--- src/rtl/avfm_pkg.sv ---
// Shared types, constants and helpers for the voice fade mixer.
// No dependencies; included by every module of the block via wildcard import.
package avfm_pkg;

  localparam int GAIN_W  = 8;
  localparam int RATE_W  = 17;
  localparam int LEVEL_W = 17;
  localparam int LEN_W   = 24;
  localparam int CLIP_W  = 8;
  localparam int SAMP_W  = 16;
  localparam int ACT_W   = 3;
  localparam int FACT_W  = 8;
  localparam int CFG_IDX_W = 1;

  localparam int IN_DATA_W  = 120;
  localparam int OUT_DATA_W = 56;

  localparam int POSITION_BITS_DEFAULT = 24;

  localparam logic [LEVEL_W-1:0] FULL_LEVEL   = 17'h10000;
  localparam logic [GAIN_W-1:0]  GAIN_RESET   = 8'd255;
  localparam logic [RATE_W-1:0]  FADE_RATE_RESET = 17'd7609;

  typedef enum logic [ACT_W-1:0] {
    ACT_START    = 3'd0,
    ACT_FADE_IN  = 3'd1,
    ACT_FADE_OUT = 3'd2,
    ACT_FRAME    = 3'd3,
    ACT_TICK     = 3'd4
  } action_t;

  typedef enum logic [CFG_IDX_W-1:0] {
    REG_VOICE_GAIN   = 1'b0,
    REG_DEFAULT_RATE = 1'b1
  } cfg_reg_t;

  typedef enum logic [1:0] {
    ST_IDLE,
    ST_FACTOR,
    ST_SCALE,
    ST_COMMIT
  } ctrl_state_t;

  typedef struct packed {
    logic load;         // capture the accepted request
    logic calc_factor;  // gain x level
    logic calc_scale;   // sample x factor
    logic commit;       // update voice state, load result register
  } dp_cmd_t;

  // rates above full level clamp to full level
  function automatic logic [RATE_W-1:0] sat_rate(input logic [RATE_W-1:0] r);
    sat_rate = (r > FULL_LEVEL) ? FULL_LEVEL : r;
  endfunction

endpackage

--- src/rtl/avfm_ctrl.sv ---
// Sequencer for the voice fade mixer: steps each request through capture,
// factor multiply, sample multiply and commit. Depends on avfm_pkg.
module avfm_ctrl (
  input  logic              clk,
  input  logic              rst,
  input  logic              s_tvalid,
  output logic              s_tready,
  output logic              m_tvalid,
  input  logic              m_tready,
  output avfm_pkg::dp_cmd_t cmd
);
  import avfm_pkg::*;

  ctrl_state_t state, state_next;
  logic        out_free;

  assign out_free = !m_tvalid || m_tready;

  always_comb begin
    state_next = state;
    case (state)
      ST_IDLE:   if (s_tvalid) state_next = ST_FACTOR;
      ST_FACTOR: state_next = ST_SCALE;
      ST_SCALE:  state_next = ST_COMMIT;
      ST_COMMIT: if (out_free) state_next = ST_IDLE;
      default:   state_next = ST_IDLE;
    endcase
  end

  always_comb begin
    s_tready        = 1'b0;
    cmd             = '0;
    case (state)
      ST_IDLE: begin
        s_tready = 1'b1;
        cmd.load = s_tvalid;
      end
      ST_FACTOR: cmd.calc_factor = 1'b1;
      ST_SCALE:  cmd.calc_scale  = 1'b1;
      ST_COMMIT: cmd.commit      = out_free;
      default: begin
        s_tready = 1'b0;
      end
    endcase
  end

  always_ff @(posedge clk) begin
    if (rst) begin
      state    <= ST_IDLE;
      m_tvalid <= 1'b0;
    end else begin
      state <= state_next;
      if (cmd.commit) begin
        m_tvalid <= 1'b1;
      end else if (m_tready) begin
        m_tvalid <= 1'b0;
      end
    end
  end

endmodule

--- src/rtl/avfm_datapath.sv ---
// Datapath for the voice fade mixer: config registers, voice state, the two
// registered multiplies, mix adders and the result register. Depends on avfm_pkg.
module avfm_datapath #(
  parameter int POSITION_BITS = avfm_pkg::POSITION_BITS_DEFAULT
) (
  input  logic                          clk,
  input  logic                          rst,
  input  avfm_pkg::dp_cmd_t             cmd,
  input  logic                          cfg_we,
  input  logic [avfm_pkg::CFG_IDX_W-1:0] cfg_index,
  input  logic [avfm_pkg::RATE_W-1:0]   cfg_data,
  input  logic [avfm_pkg::ACT_W-1:0]    action,
  input  logic [avfm_pkg::CLIP_W-1:0]   clip_id,
  input  logic                          loop_flag,
  input  logic                          clip_stereo,
  input  logic [avfm_pkg::LEN_W-1:0]    clip_length,
  input  logic [avfm_pkg::RATE_W-1:0]   fade_rate,
  input  logic signed [avfm_pkg::SAMP_W-1:0] src_left,
  input  logic signed [avfm_pkg::SAMP_W-1:0] src_right,
  input  logic signed [avfm_pkg::SAMP_W-1:0] mix_left,
  input  logic signed [avfm_pkg::SAMP_W-1:0] mix_right,
  output logic signed [avfm_pkg::SAMP_W-1:0] out_left,
  output logic signed [avfm_pkg::SAMP_W-1:0] out_right,
  output logic                          voice_active,
  output logic [avfm_pkg::LEVEL_W-1:0]  level_now
);
  import avfm_pkg::*;

  localparam int CMP_W  = (POSITION_BITS > LEN_W) ? POSITION_BITS : LEN_W;
  localparam int PROD_W = SAMP_W + FACT_W + 1;

  // config
  logic [GAIN_W-1:0] voice_gain;
  logic [RATE_W-1:0] default_fade_rate;

  // captured request
  logic [ACT_W-1:0]         req_action;
  logic [CLIP_W-1:0]        req_clip;
  logic                     req_loop;
  logic                     req_stereo;
  logic [LEN_W-1:0]         req_length;
  logic [RATE_W-1:0]        req_rate;
  logic signed [SAMP_W-1:0] req_src_l, req_src_r, req_mix_l, req_mix_r;

  // voice state
  logic                     active, active_next;
  logic                     looping, looping_next;
  logic [CLIP_W-1:0]        current_clip, current_clip_next;
  logic                     stereo, stereo_next;
  logic [LEN_W-1:0]         length, length_next;
  logic [POSITION_BITS-1:0] play_position, play_position_next;
  logic [LEVEL_W-1:0]       fade_level, fade_level_next;
  logic                     rising, rising_next;
  logic [RATE_W-1:0]        fade_step, fade_step_next;

  // arithmetic
  logic [GAIN_W+LEVEL_W-1:0]  gain_prod;
  logic [FACT_W-1:0]          factor;
  logic signed [PROD_W-1:0]   prod_l, prod_r;
  logic signed [SAMP_W-1:0]   sel_r;
  logic signed [SAMP_W-1:0]   sum_l, sum_r;
  logic signed [SAMP_W-1:0]   mixed_l, mixed_r;
  logic                       keep;
  logic                       plays;
  logic [POSITION_BITS-1:0]   pos_inc;
  logic [LEVEL_W:0]           level_sum;

  assign gain_prod = GAIN_W'(voice_gain) * fade_level;
  assign sel_r     = stereo ? req_src_r : req_src_l;
  // arithmetic shift by 8 lands the product back in int16 range
  assign sum_l     = req_mix_l + prod_l[SAMP_W+7:8];
  assign sum_r     = req_mix_r + prod_r[SAMP_W+7:8];
  assign keep      = req_loop && active && (req_clip == current_clip);
  assign plays     = active && (voice_gain != '0) && (fade_level != '0);
  assign pos_inc   = play_position + POSITION_BITS'(1);
  assign level_sum = {1'b0, fade_level} + {1'b0, fade_step};

  always_comb begin
    active_next        = active;
    looping_next       = looping;
    current_clip_next  = current_clip;
    stereo_next        = stereo;
    length_next        = length;
    play_position_next = play_position;
    fade_level_next    = fade_level;
    rising_next        = rising;
    fade_step_next     = fade_step;
    mixed_l            = req_mix_l;
    mixed_r            = req_mix_r;
    case (req_action)
      ACT_START: begin
        looping_next    = req_loop;
        rising_next     = 1'b1;
        fade_level_next = '0;
        fade_step_next  = default_fade_rate;
        active_next     = 1'b1;
        if (!keep) begin
          current_clip_next  = req_clip;
          stereo_next        = req_stereo;
          length_next        = req_length;
          play_position_next = '0;
        end
      end
      ACT_FADE_IN: begin
        if (req_rate == '0) fade_level_next = FULL_LEVEL;
        else                fade_step_next  = req_rate;
        rising_next = 1'b1;
      end
      ACT_FADE_OUT: begin
        if (req_rate == '0) fade_level_next = '0;
        else                fade_step_next  = req_rate;
        rising_next = 1'b0;
      end
      ACT_FRAME: begin
        if (plays) begin
          mixed_l            = sum_l;
          mixed_r            = sum_r;
          play_position_next = pos_inc;
          if (CMP_W'(pos_inc) >= CMP_W'(length)) begin
            if (looping) play_position_next = '0;
            else         active_next        = 1'b0;
          end
        end
      end
      ACT_TICK: begin
        if (active) begin
          if (rising) begin
            fade_level_next = (level_sum > {1'b0, FULL_LEVEL}) ? FULL_LEVEL
                                                               : level_sum[LEVEL_W-1:0];
          end else if (fade_step > fade_level) begin
            active_next     = 1'b0;
            fade_level_next = '0;
          end else begin
            fade_level_next = fade_level - fade_step;
          end
        end
      end
      default: begin
        mixed_l = req_mix_l;
        mixed_r = req_mix_r;
      end
    endcase
  end

  always_ff @(posedge clk) begin
    if (rst) begin
      voice_gain        <= GAIN_RESET;
      default_fade_rate <= FADE_RATE_RESET;
    end else if (cfg_we) begin
      case (cfg_index)
        REG_VOICE_GAIN:   voice_gain        <= cfg_data[GAIN_W-1:0];
        REG_DEFAULT_RATE: default_fade_rate <= sat_rate(cfg_data);
        default:          voice_gain        <= voice_gain;
      endcase
    end
  end

  always_ff @(posedge clk) begin
    if (rst) begin
      active        <= 1'b0;
      looping       <= 1'b0;
      current_clip  <= '0;
      stereo        <= 1'b0;
      length        <= '0;
      play_position <= '0;
      fade_level    <= '0;
      rising        <= 1'b1;
      fade_step     <= '0;
    end else if (cmd.commit) begin
      active        <= active_next;
      looping       <= looping_next;
      current_clip  <= current_clip_next;
      stereo        <= stereo_next;
      length        <= length_next;
      play_position <= play_position_next;
      fade_level    <= fade_level_next;
      rising        <= rising_next;
      fade_step     <= fade_step_next;
    end
  end

  // payload registers
  always_ff @(posedge clk) begin
    if (cmd.load) begin
      req_action <= action;
      req_clip   <= clip_id;
      req_loop   <= loop_flag;
      req_stereo <= clip_stereo;
      req_length <= clip_length;
      req_rate   <= sat_rate(fade_rate);
      req_src_l  <= src_left;
      req_src_r  <= src_right;
      req_mix_l  <= mix_left;
      req_mix_r  <= mix_right;
    end
    if (cmd.calc_factor) begin
      // 255 x 65536 tops out below bit 24
      factor <= gain_prod[FACT_W+15:16];
    end
    if (cmd.calc_scale) begin
      prod_l <= req_src_l * $signed({1'b0, factor});
      prod_r <= sel_r * $signed({1'b0, factor});
    end
    if (cmd.commit) begin
      out_left     <= mixed_l;
      out_right    <= mixed_r;
      voice_active <= active_next;
      level_now    <= fade_level_next;
    end
  end

endmodule

--- src/rtl/audio_voice_fade_mixer.sv ---
// Top level of the voice fade mixer: stream ports, field packing, and the
// controller and datapath instances. Depends on avfm_pkg, avfm_ctrl, avfm_datapath.
//
// One playback voice. Each request (start, fade in, fade out, frame, tick) gives
// exactly one result carrying the mix after this voice plus the voice status.
// A request steps through capture, the gain x fade level multiply, the
// sample x factor multiply, and the commit of voice state and result register;
// the next request is accepted in the cycle after commit, so a new request is
// not taken before the previous one has committed. A result not yet taken
// holds the commit of the following request.
// Configuration writes are accepted in any cycle and must arrive while idle.
module audio_voice_fade_mixer #(
  parameter int POSITION_BITS = avfm_pkg::POSITION_BITS_DEFAULT
) (
  input  logic                             clk,
  input  logic                             rst,
  // slave side
  input  logic                             s_tvalid,
  output logic                             s_tready,
  // clip_id[7:0], loop_flag[8], clip_stereo[9], clip_length[33:10],
  // fade_rate[50:34], src_left[66:51], src_right[82:67], mix_left[98:83],
  // mix_right[114:99], zero fill[119:115]
  input  logic [avfm_pkg::IN_DATA_W-1:0]   s_tdata,
  // action[2:0]
  input  logic [avfm_pkg::ACT_W-1:0]       s_tuser,
  // master side
  output logic                             m_tvalid,
  input  logic                             m_tready,
  // out_left[15:0], out_right[31:16], voice_active[32], level_now[49:33],
  // zero fill[55:50]
  output logic [avfm_pkg::OUT_DATA_W-1:0]  m_tdata,
  // configuration writes
  input  logic                             cfg_valid,
  output logic                             cfg_ready,
  input  logic [avfm_pkg::CFG_IDX_W-1:0]   cfg_index,
  input  logic [avfm_pkg::RATE_W-1:0]      cfg_data
);
  import avfm_pkg::*;

  dp_cmd_t                  cmd;
  logic signed [SAMP_W-1:0] out_left, out_right;
  logic                     voice_active;
  logic [LEVEL_W-1:0]       level_now;

  assign cfg_ready = 1'b1;

  avfm_ctrl u_ctrl (
    .clk      (clk),
    .rst      (rst),
    .s_tvalid (s_tvalid),
    .s_tready (s_tready),
    .m_tvalid (m_tvalid),
    .m_tready (m_tready),
    .cmd      (cmd)
  );

  avfm_datapath #(
    .POSITION_BITS (POSITION_BITS)
  ) u_datapath (
    .clk          (clk),
    .rst          (rst),
    .cmd          (cmd),
    .cfg_we       (cfg_valid),
    .cfg_index    (cfg_index),
    .cfg_data     (cfg_data),
    .action       (s_tuser),
    .clip_id      (s_tdata[7:0]),
    .loop_flag    (s_tdata[8]),
    .clip_stereo  (s_tdata[9]),
    .clip_length  (s_tdata[33:10]),
    .fade_rate    (s_tdata[50:34]),
    .src_left     (s_tdata[66:51]),
    .src_right    (s_tdata[82:67]),
    .mix_left     (s_tdata[98:83]),
    .mix_right    (s_tdata[114:99]),
    .out_left     (out_left),
    .out_right    (out_right),
    .voice_active (voice_active),
    .level_now    (level_now)
  );

  assign m_tdata = {6'b0, level_now, voice_active, out_right, out_left};

endmodule
--- config.mk ---
export PLATFORM = sky130hd
export DESIGN_NAME = audio_voice_fade_mixer
export DESIGN_NICKNAME = d
export VERILOG_FILES = /design/src/rtl/avfm_pkg.sv /design/src/rtl/avfm_ctrl.sv /design/src/rtl/avfm_datapath.sv /design/src/rtl/audio_voice_fade_mixer.sv
export SDC_FILE = /design/constraint.sdc
export NUM_CORES = 2
export LEC_CHECK = 0
export ABC_AREA = 0
export ABC_CLOCK_PERIOD_IN_PS = 7900
export BUFFER_PORTS_ARGS = -buffer_cell sky130_fd_sc_hd__buf_2
export CAP_MARGIN = 5
export CORE_MARGIN = 2
export CORE_UTILIZATION = 45
export DETAILED_ROUTE_END_ITERATION = 8
export MAX_ROUTING_LAYER = met4
export PLACE_DENSITY_LB_ADDON = 0.15
export SLEW_MARGIN = 15
export SYNTH_ARGS = -nofsm -noshare
export SYNTH_HDL_FRONTEND = slang
export SYNTH_SLANG_ARGS = --single-unit
--- constraint.sdc ---
create_clock -name clk -period 7.9 [get_ports clk]
set_clock_uncertainty 0.1 [all_clocks]
set_input_delay 0.79 -clock clk [delete_from_list [all_inputs] [get_ports clk]]
set_output_delay 0.79 -clock clk [all_outputs]
set_load 0.01 [all_outputs]
# Word level (Yosys, flattened, before mapping)
# Index checks and enable logic that the tools add are counted.
[word_totals]
regBits = 346
input_bits = 146
out_inout_bits = 59
wordCells = 121
[classes]
addsub = 5
n_mul = 3
n_lt_le_gt_ge = 5
n_eq_ne = 13
n_mux = 38
n_bitwise = 2
reduce_logical = 25
[ops]
columns = ["cell", "n"]
rows = [
  ["$mux 17", 8],
  ["$mux 24", 4],
  ["$mux 16", 5],
  ["$pmux 17 s4", 1],
  ["$mul 16x9->24", 2],
  ["$pmux 24 s2", 1],
  ["$gt 17x17->1 const B", 2],
  ["$pmux 17 s2", 1],
  ["$add 16x16->16", 2],
  ["$add 24x1->24 const B", 1],
  ["$ge 24x24->1", 1],
  ["$mul 8x17->24", 1],
  ["$add 17x17->18", 1],
  ["$gt 18x17->1 const B", 1],
  ["$gt 17x17->1", 1],
  ["$logic_not 17->1", 1],
  ["$reduce_bool 17->1", 1],
  ["$sub 17x17->17", 1],
  ["$mux 1", 13],
  ["$reduce_and 2->1", 5],
  ["$eq 8x8->1", 1],
  ["$pmux 2 s4", 1],
  ["$reduce_bool 2->1", 4],
  ["$reduce_bool 8->1", 1],
  ["19 further kinds", 31],
]

# Depth between registers and ports, before layout
[logic_depth]
depth_word = 6
mapped_depth = 23
mapped_depth_nobuf = 21

# Cells and area by module
# Synthesis repeated with hierarchy kept, for this count alone.
[hier_totals]
hier_cells = 2967
hier_area_um2 = 28842.7
[by_module_without_submodules]
columns = ["mod", "instances", "cells_each", "area_per_inst_um2", "seq_area_each_um2"]
rows = [
  ["avfm_datapath", 1, 2935, 28554.9, 8628.3],
  ["avfm_ctrl", 1, 22, 220.2, 60.1],
  ["audio_voice_fade_mixer", 1, 10, 67.6, 0.0],
]

# Worst setup path after synthesis
# OpenSTA, ideal clock, no wires.
[synth_timing]
path_kind = "register to register"
from = "reg u_datapath.stereo"
to = "reg u_datapath.prod_r[23], data pin"
setup_ns = 0.260
arrival_time_ns = 5.240
required_time_ns = 7.540
path_slack_ns = 2.300
path_stages_with_launch = 22
n_path_buf = 2
synth_period_minus_slack_ns = 5.600
path_cell_list = "dfxtp_1 -> buf_2 -> buf_1 -> mux2_2 -> nand2_1 -> fa_1 -> inv_1 -> fa_1 -> fa_1 -> inv_1 -> fa_1 -> inv_1 -> ha_1 -> a2111o_1 -> o21ai_0 -> o21ai_1 -> a21oi_1 -> a211oi_1 -> o31ai_1 -> nand2b_1 -> a21oi_1 -> xnor2_1"
[synth_via]
elab_chain_len = 2
[synth_rtl]
columns = ["element", "line", "text"]
rows = [
  ["from (decl)", "avfm_datapath.sv:49", "logic stereo, stereo_next;"],
  ["from (signal assigned)", "avfm_datapath.sv:173", "stereo <= stereo_next;"],
  ["$mux 16", "avfm_datapath.sv:69", "assign sel_r = stereo ? req_src_r : req_src_l;"],
  ["$mul 16x9->24", "avfm_datapath.sv:202", "prod_r <= sel_r * $signed({1'b0, factor});"],
  ["to (signal assigned)", "avfm_datapath.sv:202", ""],
  ["to (decl)", "avfm_datapath.sv:59", "logic signed [PROD_W-1:0] prod_l, prod_r;"],
]
# No other way between the ends.
# A chain may end at the register's enable or synchronous reset.

# Final worst setup path
# Ends and elaborated chain as after synthesis.

==> summary.txt <==
Setup path
  – Top cell by count, worst path: fa_1
  – Worst path max stage delay: approximately 800 ps
  – Max Fanout on Critical Path: 12
  – Kind of end point of the critical path: register
  – Buf+Inv Stages, Crit Path: 2
  – FF-to-FF path depth: 18
  – Reg-to-reg endpoint: u_datapath.prod_r[23]
  – CP delay by family, top: adder cells
  – Slowest CP cell: dfxtp_1
  – Critical path class: register to register
  – Flop2flop setup slack: ~1500 ps
  – Worst setup SP type: register
  – Arr. time, crit path: 6660 ps
  – FF-to-FF Start: u_datapath.stereo
  – Crit-path cells: mux2i_1 > nor2b_1 > fa_1 > fa_1 > inv_1 > fa_1 > inv_1 > fa_1 > ha_1 > a2111o_1 > o21ai_0 > o21ai_1 > a21oi_1 > a211oi_1 > o31ai_1 > nand2b_1 > a21oi_1 > xnor2_1
  – CP required: 8130 ps

Yosys
  – Ys async rst share: 0%
  – Synth cell count leaders: inv_1, fa_1, and2_1
  – Top-count cell post-synth: inv_1
  – Syn avg cell area: 9.94 um2
  – Post-synth top area share: a little over a fifth
  – Sequential fraction of the synthesis area: a little under a third
  – Post-synthesis register bit count: between 300 and 400
  – Post-Syn Area: roughly 29000 um2
  – Top post-synthesis cells by area: edfxtp_1, fa_1, ha_1
  – Post-synthesis cell type count: 86
  – Synth Flop Type: edfxtp_1
  – EDFF count, synth: 208
  – Synth area leader: edfxtp_1
  – Mapped Cells: around 2.9k
  – Synth warn: 0

Detailed routing
  – Drt wl/cell: about 18 um
  – Routed wire length: between 60 and 70 mm
  – DRT antenna net count: 0
  – DRT iter0 DRCs: 1253
  – DRT Pass-1 Iters: 5
  – Via density: about 5.2
  – Via count: between 20k and 25k
  – DRC: 0

Clocking
  – CTS Buf Count: 42
  – CTS tree: built
  – Skew-Pair Late Insertion Delay: roughly 590 ps
  – CTS H-tree lvls: 2
  – Post-cts sizing count: 0
  – Worst-path clk slew: about 70 ps
  – Hold_buf cts: 0
  – CTS root buffer: clkbuf_16
  – Postcts setup bufs: 0
  – # clock sinks: 330
  – CTS Buffer Depth: 3

Global route
  – Largest net degree at the start of global routing: between 60 and 70
  – Vias in the first global route: approximately 21k
  – Antenna violations before repair: 3
  – Met2 Use GR: about 35%
  – Met3 Usage GRT: between 2 and 3%
  – Grt ovf: 0
  – Gr busiest metal: met2
  – M1 GR Usage: a little under a third
  – Global-route wire length before repair: roughly 110 mm
  – Gr usage total: 21.8%

Die
  – IO Count: 205
  – Die area: 65500 um2
  – Row Count: 92
  – Core area: ~63000 um2
  – Die height: around 260 um
  – Die X: between 200 and 300 um
  – Initial core utilization: approximately 45%

Timing
  – Max Clock Freq: roughly 160 MHz
  – Max-Slew Margin vs Limit: roughly a fifth
  – RSZ-0062 raised after global routing: false
  – Final Hold Vio Count: 0
  – Final Setup Violations: 0
  – Final period utilization: roughly four fifths
  – Tmin final: roughly 6400 ps
  – Worst-margin pin slew: between 1000 and 1500 ps
  – Setup_tns: 0 ps
  – Pins over their slew limit: 0

Worst hold path
  – Class of the worst hold path: primary input to register
  – Worst hold path depth: 1
  – Worst Hold Endpoint: u_datapath.req_length[7]
  – Critical hold path startpoint: s_tdata[17]

Cells and area
  – Layout cells sized above 1: 11.1%
  – Layout area overhead: 10.9%
  – Nets@finish: ~3.7k

Status
  – Status: finished, final reports clean

Flow run
  – Max Cap Viol: 0

Placement
  – RePlAce Congestion: between 0.8 and 0.9
  – Port bufs: 192
  – DP HPWL: about 53 mm
## cells in the final DEF, fill, tap and decap left out, types with 27 or more instances in the layout
cell / n
nand2_1: 231
a21oi_1: 79
nor3_1: 33
inv_1: 435
edfxtp_1: 208
fa_1: 290
a21o_1: 37
a211oi_1: 27
nand3_1: 30
clkbuf_16: 43
and2_1: 231
xor2_1: 48
nor2_1: 173
xnor2_1: 71
o21ai_0: 70
mux2i_1: 63
buf_2: 191
dfxtp_1: 122
nor2b_1: 50
ha_1: 218
## metal layers
metal	vias up	wire length (um)
met5	-	0
li1	9739	-
met4	0	1390
met3	100	2880
met2	427	32400
met1	10100	32600
## kinds of logic (layout without fill, tap and decap cells)
group                      Yosys count  after routing  synth area share, %
buffers and inverters              562            727                 7.75
and+or+nand+nor                    877            877                 15.6
adders and majority gates          511            511                 30.0
other                                2              9               0.0263
muxes                               81             81                 2.92
xor gates and xnor gates           119            119                 3.65
AOI/OAI and AO/OA                  390            390                 9.65
DFF                                330            330                 30.4
## cell type report
class                           count  area [um2]
Antenna cell                        2        5.00
Clock buffer                       55        1170
Clock inverter                     23         294
Fill cell                        5885       31200
Inverter                          437        1640
Multi-Input combinational cell   1985       17700
Sequential cell                   330        8690
Tap cell                          846        1060
Timing Repair Buffer              212        1110
## stage by stage
step,std cells,util (%),hold slack [ps],setup WS (ps),instance area (um2)
2_1_floorplan,2877,-,336,2300,28600
3_3_place_gp,3810,48.0,344,1650,30200
3_5_place_dp,3810,48.0,347,1550,30200
4_1_cts,3888,50.4,226,1510,31700
5_1_grt,3890,50.4,230,1050,31700
6_report,3890,50.4,268,1460,31700
## how the worst max path moves through the flow
stage	depth (start not counted)	end	slack, ps	start
CTS	18	u_datapath.prod_r[23]	1510	u_datapath.stereo
global placement	18	u_datapath.prod_r[23]	1650	u_datapath.stereo
detailed placement	18	u_datapath.prod_r[23]	1550	u_datapath.stereo
floorplan	21	u_datapath.prod_r[23]	2300	u_datapath.stereo
global route	18	u_datapath.prod_r[23]	1050	u_datapath.stereo
finish	18	u_datapath.prod_r[23]	1460	u_datapath.stereo
## registers in the layout (all words and copies together) (netlist names), 16 cells and up
name,count
u_datapath.default_fade_rate,17
u_datapath.fade_level,17
u_datapath.fade_step,17
u_datapath.length,24
u_datapath.level_now,17
u_datapath.out_left,16
u_datapath.out_right,16
u_datapath.play_position,24
u_datapath.prod_l,16
u_datapath.prod_r,16
u_datapath.req_length,24
u_datapath.req_mix_l,16
u_datapath.req_mix_r,16
u_datapath.req_rate,17
u_datapath.req_src_l,16
u_datapath.req_src_r,16
Power is not shown: default switching activity piles up to over one toggle a cycle in this logic, so the estimate is an artifact.
